`config.mk`:
```
export PLATFORM = sky130hd
export DESIGN_NAME = minifloat16_add_mul_compare_top
export DESIGN_NICKNAME = d
export VERILOG_FILES = /design/src/rtl/mfam_pkg.sv /design/src/rtl/minifloat16_add_mul_compare_top.sv /design/src/rtl/mfam_unpack.sv /design/src/rtl/mfam_combine.sv /design/src/rtl/mfam_limit.sv /design/src/rtl/mfam_pack.sv
export SDC_FILE = /design/constraint.sdc
export NUM_CORES = 1
export LEC_CHECK = 0
export BUFFER_PORTS_ARGS = -buffer_cell sky130_fd_sc_hd__buf_2
export CORE_UTILIZATION = 60
export DETAILED_ROUTE_END_ITERATION = 6
export PLACE_DENSITY = 0.86
export SYNTH_ARGS = -nofsm -noshare
export SYNTH_HDL_FRONTEND = slang
export SYNTH_SLANG_ARGS = --single-unit
```
`constraint.sdc`:
```
create_clock -name clk -period 24.4 [get_ports clk]
set_input_delay 4.88 -clock clk [delete_from_list [all_inputs] [get_ports clk]]
set_output_delay 4.88 -clock clk [all_outputs]
set_load 0.02 [all_outputs]
```
`src/rtl/mfam_pkg.sv`:
```
// Shared types and constants for the minifloat add/multiply/compare pipeline.
package mfam_pkg;

  localparam int SIG_W = 10;
  localparam int MAG_W = 41;
  localparam int SUM_W = 42;
  localparam int PROD_W = 20;
  localparam int Q_W = 40;
  localparam int QN_W = 25;
  localparam int EX_W = 4;

  localparam logic [1:0] ACT_ADD = 2'd0;
  localparam logic [1:0] ACT_MUL = 2'd1;
  localparam logic [1:0] ACT_EQ  = 2'd2;
  localparam logic [1:0] ACT_GT  = 2'd3;

  localparam logic [1:0] ERR_NONE  = 2'd0;
  localparam logic [1:0] ERR_OVER  = 2'd1;
  localparam logic [1:0] ERR_UNDER = 2'd2;

  // 32736 * 1024
  localparam logic [Q_W-1:0] Q_LIMIT = Q_W'(33521664);

  typedef struct packed {
    logic [1:0]              action;
    logic                    neg_a;
    logic                    neg_b;
    logic                    zero_a;
    logic                    zero_b;
    logic [MAG_W-1:0]        mag_a;
    logic [MAG_W-1:0]        mag_b;
    logic [PROD_W-1:0]       prod;
    logic signed [5:0]       exp_sum;
  } s1_t;

  typedef struct packed {
    logic            neg;
    logic [Q_W-1:0]  q;
    logic            rem;
    logic            under;
    logic            flag;
  } s2_t;

  typedef struct packed {
    logic             neg;
    logic [QN_W-1:0]  q;
    logic [EX_W-1:0]  ex;
    logic [1:0]       err;
    logic             flag;
  } s3_t;

  typedef struct packed {
    logic [15:0] result_word;
    logic        compare_flag;
    logic [1:0]  error_code;
  } res_t;

endpackage

```
`src/rtl/minifloat16_add_mul_compare_top.sv`:
```
// Top level of the 16-bit minifloat add/multiply/compare unit.
//
//  channel   dir  tdata (low bit up)                                tuser
//  s_axis    in   operand_a[15:0], operand_b[31:16]                 action[1:0]
//  m_axis    out  result_word[15:0], compare_flag[16],              -
//                 error_code[18:17], zero pad[23:19]
//
// One word per cycle sustained while m_axis_tready is held high, through the
// four register stages (decode/multiply, add/scale, limit check, pack).
// Each stage holds a valid bit; rst clears them all synchronously.
// A stall on m_axis holds the output register; upstream stages keep filling
// empty slots, so s_axis stays ready until the pipe is full.
module minifloat16_add_mul_compare_top (
  input  logic        clk,
  input  logic        rst,
  input  logic        s_axis_tvalid,
  output logic        s_axis_tready,
  input  logic [31:0] s_axis_tdata,   // operand_a, operand_b
  input  logic [1:0]  s_axis_tuser,   // action
  output logic        m_axis_tvalid,
  input  logic        m_axis_tready,
  output logic [23:0] m_axis_tdata    // result_word, compare_flag, error_code, pad
);

  logic           v1;
  logic           v2;
  logic           v3;
  logic           r2;
  logic           r3;
  logic           r4;
  mfam_pkg::s1_t  d1;
  mfam_pkg::s2_t  d2;
  mfam_pkg::s3_t  d3;
  mfam_pkg::res_t res;

  mfam_unpack u_unpack (
    .clk       (clk),
    .rst       (rst),
    .in_valid  (s_axis_tvalid),
    .in_ready  (s_axis_tready),
    .action    (s_axis_tuser),
    .operand_a (s_axis_tdata[15:0]),
    .operand_b (s_axis_tdata[31:16]),
    .out_valid (v1),
    .out_ready (r2),
    .out_data  (d1)
  );

  mfam_combine u_combine (
    .clk       (clk),
    .rst       (rst),
    .in_valid  (v1),
    .in_ready  (r2),
    .in_data   (d1),
    .out_valid (v2),
    .out_ready (r3),
    .out_data  (d2)
  );

  mfam_limit u_limit (
    .clk       (clk),
    .rst       (rst),
    .in_valid  (v2),
    .in_ready  (r3),
    .in_data   (d2),
    .out_valid (v3),
    .out_ready (r4),
    .out_data  (d3)
  );

  mfam_pack u_pack (
    .clk       (clk),
    .rst       (rst),
    .in_valid  (v3),
    .in_ready  (r4),
    .in_data   (d3),
    .out_valid (m_axis_tvalid),
    .out_ready (m_axis_tready),
    .out_data  (res)
  );

  assign m_axis_tdata = {5'b0, res.error_code, res.compare_flag, res.result_word};

endmodule

```
`src/rtl/mfam_unpack.sv`:
```
// Stage 1: operand decode into fixed-point magnitudes and significand product.
module mfam_unpack (
  input  logic              clk,
  input  logic              rst,
  input  logic              in_valid,
  output logic              in_ready,
  input  logic [1:0]        action,
  input  logic [15:0]       operand_a,
  input  logic [15:0]       operand_b,
  output logic              out_valid,
  input  logic              out_ready,
  output mfam_pkg::s1_t     out_data
);

  logic [mfam_pkg::SIG_W-1:0] sig_a;
  logic [mfam_pkg::SIG_W-1:0] sig_b;
  logic [4:0]                 sh_a;
  logic [4:0]                 sh_b;
  mfam_pkg::s1_t              data_next;

  assign in_ready = !out_valid || out_ready;

  assign sig_a = operand_a[9:0];
  assign sig_b = operand_b[9:0];
  // exponent + 16
  assign sh_a = {~operand_a[14], operand_a[13:10]};
  assign sh_b = {~operand_b[14], operand_b[13:10]};

  always_comb begin
    data_next.action  = action;
    data_next.neg_a   = operand_a[15];
    data_next.neg_b   = operand_b[15];
    data_next.zero_a  = (sig_a == '0);
    data_next.zero_b  = (sig_b == '0);
    data_next.mag_a   = mfam_pkg::MAG_W'(sig_a) << sh_a;
    data_next.mag_b   = mfam_pkg::MAG_W'(sig_b) << sh_b;
    data_next.prod    = mfam_pkg::PROD_W'(sig_a) * mfam_pkg::PROD_W'(sig_b);
    data_next.exp_sum = $signed({operand_a[14], operand_a[14:10]})
                      + $signed({operand_b[14], operand_b[14:10]});
  end

  always_ff @(posedge clk) begin
    if (rst) begin
      out_valid <= 1'b0;
    end else if (in_ready) begin
      out_valid <= in_valid;
    end
  end

  always_ff @(posedge clk) begin
    if (in_ready && in_valid) begin
      out_data <= data_next;
    end
  end

endmodule

```
`src/rtl/mfam_combine.sv`:
```
// Stage 2: signed add, compares and product scaling to the q = value*1024 form.
module mfam_combine (
  input  logic              clk,
  input  logic              rst,
  input  logic              in_valid,
  output logic              in_ready,
  input  mfam_pkg::s1_t     in_data,
  output logic              out_valid,
  input  logic              out_ready,
  output mfam_pkg::s2_t     out_data
);

  logic                        a_gt;
  logic                        a_lt;
  logic                        a_eq;
  logic                        sa_eff;
  logic                        sb_eff;
  logic [mfam_pkg::SUM_W-1:0]  ext_a;
  logic [mfam_pkg::SUM_W-1:0]  ext_b;
  logic [mfam_pkg::SUM_W-1:0]  m;
  logic                        add_neg;
  logic                        eq_flag;
  logic                        gt_flag;
  logic [mfam_pkg::Q_W-1:0]    prod_ext;
  logic [mfam_pkg::Q_W-1:0]    mul_q;
  logic                        mul_rem;
  logic                        mul_under;
  logic                        mul_neg;
  logic signed [5:0]           lsh_full;
  logic [5:0]                  rsh;
  logic [5:0]                  k;
  logic [mfam_pkg::Q_W-1:0]    rq;
  mfam_pkg::s2_t               data_next;

  assign in_ready = !out_valid || out_ready;

  always_comb begin
    a_gt  = in_data.mag_a > in_data.mag_b;
    a_lt  = in_data.mag_a < in_data.mag_b;
    a_eq  = in_data.mag_a == in_data.mag_b;
    ext_a = mfam_pkg::SUM_W'(in_data.mag_a);
    ext_b = mfam_pkg::SUM_W'(in_data.mag_b);

    if (in_data.neg_a == in_data.neg_b) begin
      m       = ext_a + ext_b;
      add_neg = in_data.neg_a && !(in_data.zero_a && in_data.zero_b);
    end else if (a_gt) begin
      m       = ext_a - ext_b;
      add_neg = in_data.neg_a;
    end else begin
      m       = ext_b - ext_a;
      add_neg = in_data.neg_b && a_lt;
    end

    sa_eff  = in_data.neg_a && !in_data.zero_a;
    sb_eff  = in_data.neg_b && !in_data.zero_b;
    eq_flag = a_eq && ((in_data.neg_a == in_data.neg_b) || in_data.zero_a);
    unique case ({sa_eff, sb_eff})
      2'b00:   gt_flag = a_gt;
      2'b01:   gt_flag = 1'b1;
      2'b10:   gt_flag = 1'b0;
      default: gt_flag = a_lt;
    endcase

    // product scaling: q = prod * 2^(e-10)
    prod_ext = mfam_pkg::Q_W'(in_data.prod);
    lsh_full = in_data.exp_sum - 6'sd10;
    rsh      = 6'd10 - $unsigned(in_data.exp_sum);
    k        = (~$unsigned(in_data.exp_sum)) - 6'd4;
    rq       = prod_ext >> rsh;
    if (in_data.exp_sum >= 6'sd10) begin
      mul_q   = prod_ext << lsh_full[4:0];
      mul_rem = 1'b0;
    end else begin
      mul_q   = rq;
      mul_rem = (rq << rsh) != prod_ext;
    end
    mul_under = 1'b0;
    if ((in_data.prod != '0) && (in_data.exp_sum <= -6'sd5)) begin
      if (k >= 6'd20) begin
        mul_under = 1'b1;
      end else begin
        mul_under = {1'b0, in_data.prod} <= (21'd1 << k[4:0]);
      end
    end
    mul_neg = (in_data.prod != '0) && (in_data.neg_a ^ in_data.neg_b);

    unique case (in_data.action)
      mfam_pkg::ACT_ADD: begin
        data_next.neg   = add_neg;
        data_next.q     = mfam_pkg::Q_W'(m[mfam_pkg::SUM_W-1:16]);
        data_next.rem   = (m[15:0] != '0);
        data_next.under = (m[mfam_pkg::SUM_W-1:2] == '0) && (m[1] ^ m[0]);
        data_next.flag  = 1'b0;
      end
      mfam_pkg::ACT_MUL: begin
        data_next.neg   = mul_neg;
        data_next.q     = mul_q;
        data_next.rem   = mul_rem;
        data_next.under = mul_under;
        data_next.flag  = 1'b0;
      end
      mfam_pkg::ACT_EQ: begin
        data_next.neg   = 1'b0;
        data_next.q     = '0;
        data_next.rem   = 1'b0;
        data_next.under = 1'b0;
        data_next.flag  = eq_flag;
      end
      default: begin
        data_next.neg   = 1'b0;
        data_next.q     = '0;
        data_next.rem   = 1'b0;
        data_next.under = 1'b0;
        data_next.flag  = gt_flag;
      end
    endcase
  end

  always_ff @(posedge clk) begin
    if (rst) begin
      out_valid <= 1'b0;
    end else if (in_ready) begin
      out_valid <= in_valid;
    end
  end

  always_ff @(posedge clk) begin
    if (in_ready && in_valid) begin
      out_data <= data_next;
    end
  end

endmodule

```
`src/rtl/mfam_limit.sv`:
```
// Stage 3: overflow/underflow decision and normalizing exponent search.
module mfam_limit (
  input  logic              clk,
  input  logic              rst,
  input  logic              in_valid,
  output logic              in_ready,
  input  mfam_pkg::s2_t     in_data,
  output logic              out_valid,
  input  logic              out_ready,
  output mfam_pkg::s3_t     out_data
);

  logic                       over;
  logic [mfam_pkg::EX_W-1:0]  ex;
  mfam_pkg::s3_t              data_next;

  assign in_ready = !out_valid || out_ready;

  always_comb begin
    over = (in_data.q > mfam_pkg::Q_LIMIT)
        || ((in_data.q == mfam_pkg::Q_LIMIT) && in_data.rem);
    ex = '0;
    for (int i = 10; i < mfam_pkg::QN_W; i++) begin
      if (in_data.q[i]) begin
        ex = mfam_pkg::EX_W'(i - 9);
      end
    end

    data_next.neg  = in_data.neg;
    data_next.q    = in_data.q[mfam_pkg::QN_W-1:0];
    data_next.ex   = ex;
    data_next.flag = in_data.flag;
    priority if (over) begin
      data_next.err = mfam_pkg::ERR_OVER;
    end else if (in_data.under) begin
      data_next.err = mfam_pkg::ERR_UNDER;
    end else begin
      data_next.err = mfam_pkg::ERR_NONE;
    end
  end

  always_ff @(posedge clk) begin
    if (rst) begin
      out_valid <= 1'b0;
    end else if (in_ready) begin
      out_valid <= in_valid;
    end
  end

  always_ff @(posedge clk) begin
    if (in_ready && in_valid) begin
      out_data <= data_next;
    end
  end

endmodule

```
`src/rtl/mfam_pack.sv`:
```
// Stage 4: significand shift and result word packing into the output register.
module mfam_pack (
  input  logic              clk,
  input  logic              rst,
  input  logic              in_valid,
  output logic              in_ready,
  input  mfam_pkg::s3_t     in_data,
  output logic              out_valid,
  input  logic              out_ready,
  output mfam_pkg::res_t    out_data
);

  logic [mfam_pkg::QN_W-1:0]  shifted;
  mfam_pkg::res_t             data_next;

  assign in_ready = !out_valid || out_ready;

  always_comb begin
    shifted = in_data.q >> in_data.ex;
    data_next.compare_flag = in_data.flag;
    data_next.error_code   = in_data.err;
    if (in_data.err != mfam_pkg::ERR_NONE) begin
      data_next.result_word = '0;
    end else begin
      data_next.result_word = {in_data.neg, 1'b0, in_data.ex, shifted[9:0]};
    end
  end

  always_ff @(posedge clk) begin
    if (rst) begin
      out_valid <= 1'b0;
    end else if (in_ready) begin
      out_valid <= in_valid;
    end
  end

  always_ff @(posedge clk) begin
    if (in_ready && in_valid) begin
      out_data <= data_next;
    end
  end

endmodule
```
==> results of run 1 <==
==> report_power, final <==
group | internal, mW | switching [mW]
clock network | 0.197 | 0.151
registers | 0.460 | 0.0882
logic | 0.435 | 0.745
total | 1.09 | 0.984
==> worst max-delay path: stages <==
cell,delay [ps]
buf_2,100
nor2b_1,290
and3_1,390
nand2_1,120
buf_2,170
==> kinds of logic after synthesis <==
logic type,count (synthesis)
simple gates,1009
compound gates,803
buf+inv,436
fa+ha+maj,282
flops,213
mux,178
xor+xnor,57
other cells,1
==> stage by stage <==
step / power (mW) / hold slack [ps] / util, %
floorplan: 1.34 / 400 / -
global route: 2.18 / 456 / 63.6
finish: 2.08 / 439 / 63.7
detailed placement: 1.68 / 423 / 61.8
global placement: 1.66 / 411 / 61.8
CTS: 2.03 / 435 / 63.6
==> how the worst min path moves through the flow <==
stage | start | to | slack [ps] | depth (start not counted)
after CTS | u_combine.out_data[0] | u_limit.out_data[0] | 440 | 0
final | u_combine.out_data[0] | u_limit.out_data[0] | 440 | 0
after global routing | u_combine.out_data[0] | u_limit.out_data[0] | 460 | 0
after floorplan | u_combine.out_data[0] | u_limit.out_data[0] | 400 | 0
after global placement | u_combine.out_data[0] | u_limit.out_data[0] | 410 | 0
after detailed placement | u_combine.out_data[0] | u_limit.out_data[0] | 420 | 0
==> cells in the mapped netlist, drive strengths merged, types with 18 or more instances <==
library cell	n	area share, %
mux2i	100	4.0
inv	248	3.7
ha	216	11
a21oi	223	4.5
nand2	280	4.2
nor2b	38	0.96
o2111ai	18	0.63
a21o	39	1.2
nand4	53	1.4
nor4	33	0.92
buf	52	1.3
o22ai	30	0.75
edfxtp	209	25
mux2	52	2.4
and3	25	0.63
mux4	26	2.4
nor2	303	4.6
o21bai	24	0.72
nor3	73	1.5
nand2b	27	0.68
a31oi	42	1.1
o21ai	170	3.5
a211oi	54	1.6
and2	73	1.8
clkbuf	131	2.0
fa	66	5.3
o211ai	35	1.1
nand3	47	0.95
o31ai	18	0.54
o21a	28	0.88
xnor2	45	1.6
==> state kept, by name, summed over array words and instances (netlist names) <==
| name | count |
|---|---|
| u_combine.out_valid | 1 |
| u_pack.out_data | 18 |
| u_limit.out_valid | 1 |
| u_limit.out_data | 33 |
| u_unpack.out_data | 114 |
| u_unpack.out_valid | 1 |
| u_pack.out_valid | 1 |
| u_combine.out_data | 44 |
==> routing by layer <==
metal  global-route usage (%)  wire length (um)  up-vias
met3                     11.7             10800      263
met2                     62.9             38000     1609
li1                         -                 -    10600
met1                     54.9             34800    11400
met4                     14.6              3590        2
met5                     2.50               145        -
==> final cells by class <==
class	instances	area share, %
Clock buffer	30	2.32
Clock inverter	12	0.486
Sequential cell	213	24.5
Inverter	253	3.65
Antenna cell	5	0.0481
Timing Repair Buffer	78	1.70
Tap cell	532	2.56
Multi-Input combinational cell	2335	64.8
==> results.json, run 1 <==
{
  "synth_compound_area_share_pct": 21.0,
  "via_per_inst": 6.91,
  "num_vias": 23900,
  "start_util_pct": 60.9,
  "synth_area_per_cell_um2": 8.35,
  "seqCellArea_mm2": 0.00636,
  "drv_slew": 0,
  "place_area_mm2": 0.0253,
  "grt_pass1_wl_mm": 133,
  "fp-row-count": 74,
  "finalCriticalPeriod_ps": 10820,
  "cp.required_ps": 19520,
  "p_leak_nw": 10.9,
  "ff2ff_setup_slack_ps": 18170,
  "die_h_um": 206,
  "drive_above_1_share_pct": 8.01,
  "numCtsBuffers": 23,
  "crit_path_start": "m_axis_tready",
  "antenna_found_initial": 5,
  "r2r-end": "u_combine.out_data[1]",
  "layout.nets": 3224,
  "finalSetupTns_ps": 0,
  "cp_max_fo": 5,
  "clock_skew_ps": 34.8,
  "synthSimpleGateAreaFrac_pct": 19.4,
  "cp-start-kind": "primary input",
  "wire_per_inst_um": 25.3,
  "drt_wl_total_mm": 87.4,
  "fin_ws_ps": 13580,
  "fillers": 3402,
  "hold_viol_final": 0,
  "hp-class": "reg -> reg",
  "synthesis.area_mm2": 0.0249,
  "netlist_instances": 2979,
  "worstPathArrival_ps": 5940,
  "yosys_warnings": 0,
  "synth.distinct_cells": 98,
  "final_cell_mix": "nor2_1, nand2_1, inv_1",
  "relSlewSlack_pct": 22.4,
  "powerDensity_mw_per_mm2": 79.9,
  "worst_pin_slew_ps": 1160,
  "final_area_mm2": 0.0260,
  "ys_seq_elements": 213,
  "finalSetupViolations": 0,
  "finalNonFillerCells": 3458,
  "firstDrtPassIters": 6,
  "period_share_pct": 44.3,
  "ff2ff_path_depth": 15,
  "detailedPlace.worstSlack_ps": 13570,
  "synthMuxAreaShare_pct": 8.73,
  "rsz0062_at_grt": "false",
  "clockBufferDepth": 3,
  "die_w_um": 206,
  "core_mm2": 0.0408,
  "gp_congestion": 1.12,
  "status": "completed",
  "grt_start_max_net_pins": 90,
  "htree_num_levels": 1,
  "drc_errors": 0,
  "antenna_left": 0,
  "overflow": 0,
  "crit_path_end_kind": "primary output",
  "pin_count": 64,
  "synth-edff-count": 209,
  "ys_seq_area_share_pct": 25.5,
  "ir_drop_uv": 64.7,
  "grt_pass1_vias": 22400,
  "die-area_mm2": 0.0423,
  "clkTransAtPathRegs_ps": 60,
  "cts_tree": "yes",
  "mostFrequentLayoutCell": "nor2_1",
  "fmax_mhz": 92.4,
  "endpoint": "s_axis_tready",
  "syn_to_final_growth_pct": 4.49,
  "cts-root-buf": "clkbuf_16",
  "post_cts_buffers": 0,
  "multi_input_area_mm2": 0.0168,
  "async_flop_share_pct": 0,
  "drv_cap": 0,
  "yosys_most_used_dff": "edfxtp_1",
  "drt_iter0_drc": 3235,
  "clock_latency_ps": 570,
  "track_usage_pct": 41.1,
  "yosys.area_share.xor_xnor_pct": 2.01,
  "dp_cells": 3411,
  "synth_top_family_by_area": "compound AO/OA/AOI/OAI gates",
  "synth_fa_ha_area_share_pct": 16.2,
  "hpwl_mm": 68.4,
  "numPortBuffers": 57,
  "cts_hold_buf": 0,
  "cts_sinks": 213,
  "worstReg2RegStart": "u_unpack.out_data[49]",
  "crit_type": "in -> out",
  "cts_resized": 0
}
No activity file was read; power rests on OpenSTA's default activity.
==> inputs of run 2 (changes only) <==
- CORE_UTILIZATION: 60 -> 59
- PLACE_DENSITY: 0.86 -> 0.88
- clock period: 24.4 -> 8.9 ns (I/O delays scaled with it)
==> run 2 against run 1 <==
Clock skew is 3.8 ps higher; non-clock buffer count rose by 3; hold slack lost 12 ps; power grew to 2.7 times the previous value; combinational power grew to 2.7 times the previous value; cell count is 0.12% lower; design area about the same; die area grew 1.7%; sequential share of layout area about the same.
==> results.json, run 2 (synthesis results as in run 1) <==
{
  "status": "completed",
  "cts_sinks": 213,
  "crit_type": "in -> reg",
  "clockBufferDepth": 3,
  "worstPathArrival_ps": 6880,
  "grt_start_max_net_pins": 65,
  "die-area_mm2": 0.0430,
  "firstDrtPassIters": 6,
  "grt_pass1_wl_mm": 128,
  "gp_congestion": 1.06,
  "p_leak_nw": 10.9,
  "crit_path_end_kind": "register",
  "cts_hold_buf": 0,
  "cts_resized": 0,
  "drive_above_1_share_pct": 8.25,
  "post_cts_buffers": 0,
  "final_area_mm2": 0.0260,
  "wire_per_inst_um": 24.2,
  "period_share_pct": 74.0,
  "cp_cell_sequence": "buf_2 > nand2_1 > fa_1 > inv_1 > ha_1 > ha_1 > inv_1 > fa_1 > fa_1 > inv_1 > ha_1 > inv_1 > nor2_1 > nor2_1 > o21bai_1 > a21oi_1 > o21bai_1 > a21oi_1 > o21bai_1 > a21oi_1 > o21ai_0 > a211o_1 > a21oi_1 > xnor2_1",
  "max_stage_delay_ps": 560,
  "mostFrequentLayoutCell": "nor2_1",
  "pin_count": 64,
  "clock_latency_ps": 550,
  "overflow": 0,
  "top_register": "u_unpack.out_data",
  "antenna_found_initial": 1,
  "ir_drop_uv": 145,
  "place_area_mm2": 0.0253,
  "numPortBuffers": 57,
  "htree_num_levels": 1,
  "largest_reg_flops": 114,
  "hpwl_mm": 64.4,
  "rsz0062_at_grt": "false",
  "powerDensity_mw_per_mm2": 218,
  "drt_wl_total_mm": 83.5,
  "worst_pin_slew_ps": 1150,
  "cp-start-kind": "primary input",
  "die_w_um": 207,
  "final_cell_mix": "nor2_1, nand2_1, inv_1",
  "core_mm2": 0.0412,
  "fp-row-count": 74,
  "antenna_left": 0,
  "finalCriticalPeriod_ps": 6580,
  "grt_pass1_vias": 22300,
  "cp.required_ps": 9200,
  "via_per_inst": 6.89,
  "syn_to_final_growth_pct": 4.56,
  "diodes": 0,
  "num_vias": 23800,
  "hp-class": "reg -> reg",
  "cts_tree": "yes",
  "drt_iter0_drc": 3214,
  "drv_cap": 0,
  "fmax_mhz": 152,
  "hold_viol_final": 0,
  "drv_slew": 0,
  "die_h_um": 207,
  "layout.nets": 3227,
  "numCtsBuffers": 23,
  "finalSetupTns_ps": 0,
  "cts-root-buf": "clkbuf_16",
  "largestRegisters": "u_unpack.out_data: 114 flops, u_combine.out_data: 44 flops, u_limit.out_data: 33 flops",
  "relSlewSlack_pct": 23.0,
  "clock_skew_ps": 38.7,
  "finalSetupViolations": 0,
  "cp_max_fo": 13,
  "drc_errors": 0,
  "start_util_pct": 60.4,
  "crit_slowest_cell": "fa_1",
  "clkTransAtPathRegs_ps": 80,
  "track_usage_pct": 37.8
}
-- run 2: cell count changes in the layout (fill, tap and decap cells not counted), moves of 2 or more --
cell        change
clkinv_1        -3
clkinv_2        +3
diode_2         -5
buf_4           +3
clkbuf_1        -5
clkinvlp_4      +2
-- run 2: critical path, delay by kind of cell --
kind                       cells  cell delay [ps]
buffers and inverters          5              470
xor gates and xnor gates       1               90
adders and majority gates      6             2470
AOI/OAI and AO/OA              9             1710
and+or+nand+nor                3              360
-- run 2: path summary, 6_finish.rpt --
check                                            start                     to  slack [ps]  depth (start not counted)
worst max-delay path                   s_axis_tdata[4]  u_unpack.out_data[24]        2320                         24
worst min register to register  u_combine.out_data[43]   u_limit.out_data[32]         430                          0
worst min-delay path            u_combine.out_data[43]   u_limit.out_data[32]         430                          0
worst max register to register   u_unpack.out_data[83]  u_combine.out_data[1]        2470                         14
-- run 2: area by class of cell --
type	count	area, um2
Inverter	253	950
Timing Repair Buffer	81	465
Tap cell	532	666
Sequential cell	213	6360
Clock buffer	25	583
Fill cell	3495	15200
Clock inverter	15	164
Multi-Input combinational cell	2335	16800
-- run 2: metrics by stage --
step / instances / total power, mW / worst slack [ps] / utilization (%) / hold WS [ps]
3_5_place_dp: 3414 / 4.56 / 1810 / 61.3 / 410
5_1_grt: 3454 / 5.96 / 2010 / 63.1 / 428
3_3_place_gp: 3414 / 4.48 / 1970 / 61.3 / 409
6_report: 3454 / 5.67 / 2320 / 63.1 / 427
4_1_cts: 3454 / 5.54 / 2360 / 63.1 / 426
2_1_floorplan: 2984 / 3.67 / 687 / - / 400
-- run 2: report_power, final --
| part | switching, mW | leakage, nW | internal, mW |
|---|---|---|---|
| sequential | 0.234 | 2.12 | 1.26 |
| combinational | 2.01 | 8.44 | 1.19 |
| clock | 0.411 | 0.364 | 0.563 |
-- run 2: layer usage --
layer | global-route usage [%] | up-vias | share of wire [%]
li1 | - | 10600 | -
met1 | 51.0 | 11200 | 39
met2 | 57.1 | 1623 | 43
met3 | 9.46 | 308 | 13
met4 | 17.8 | 0 | 5.3
met5 | 0 | - | 0
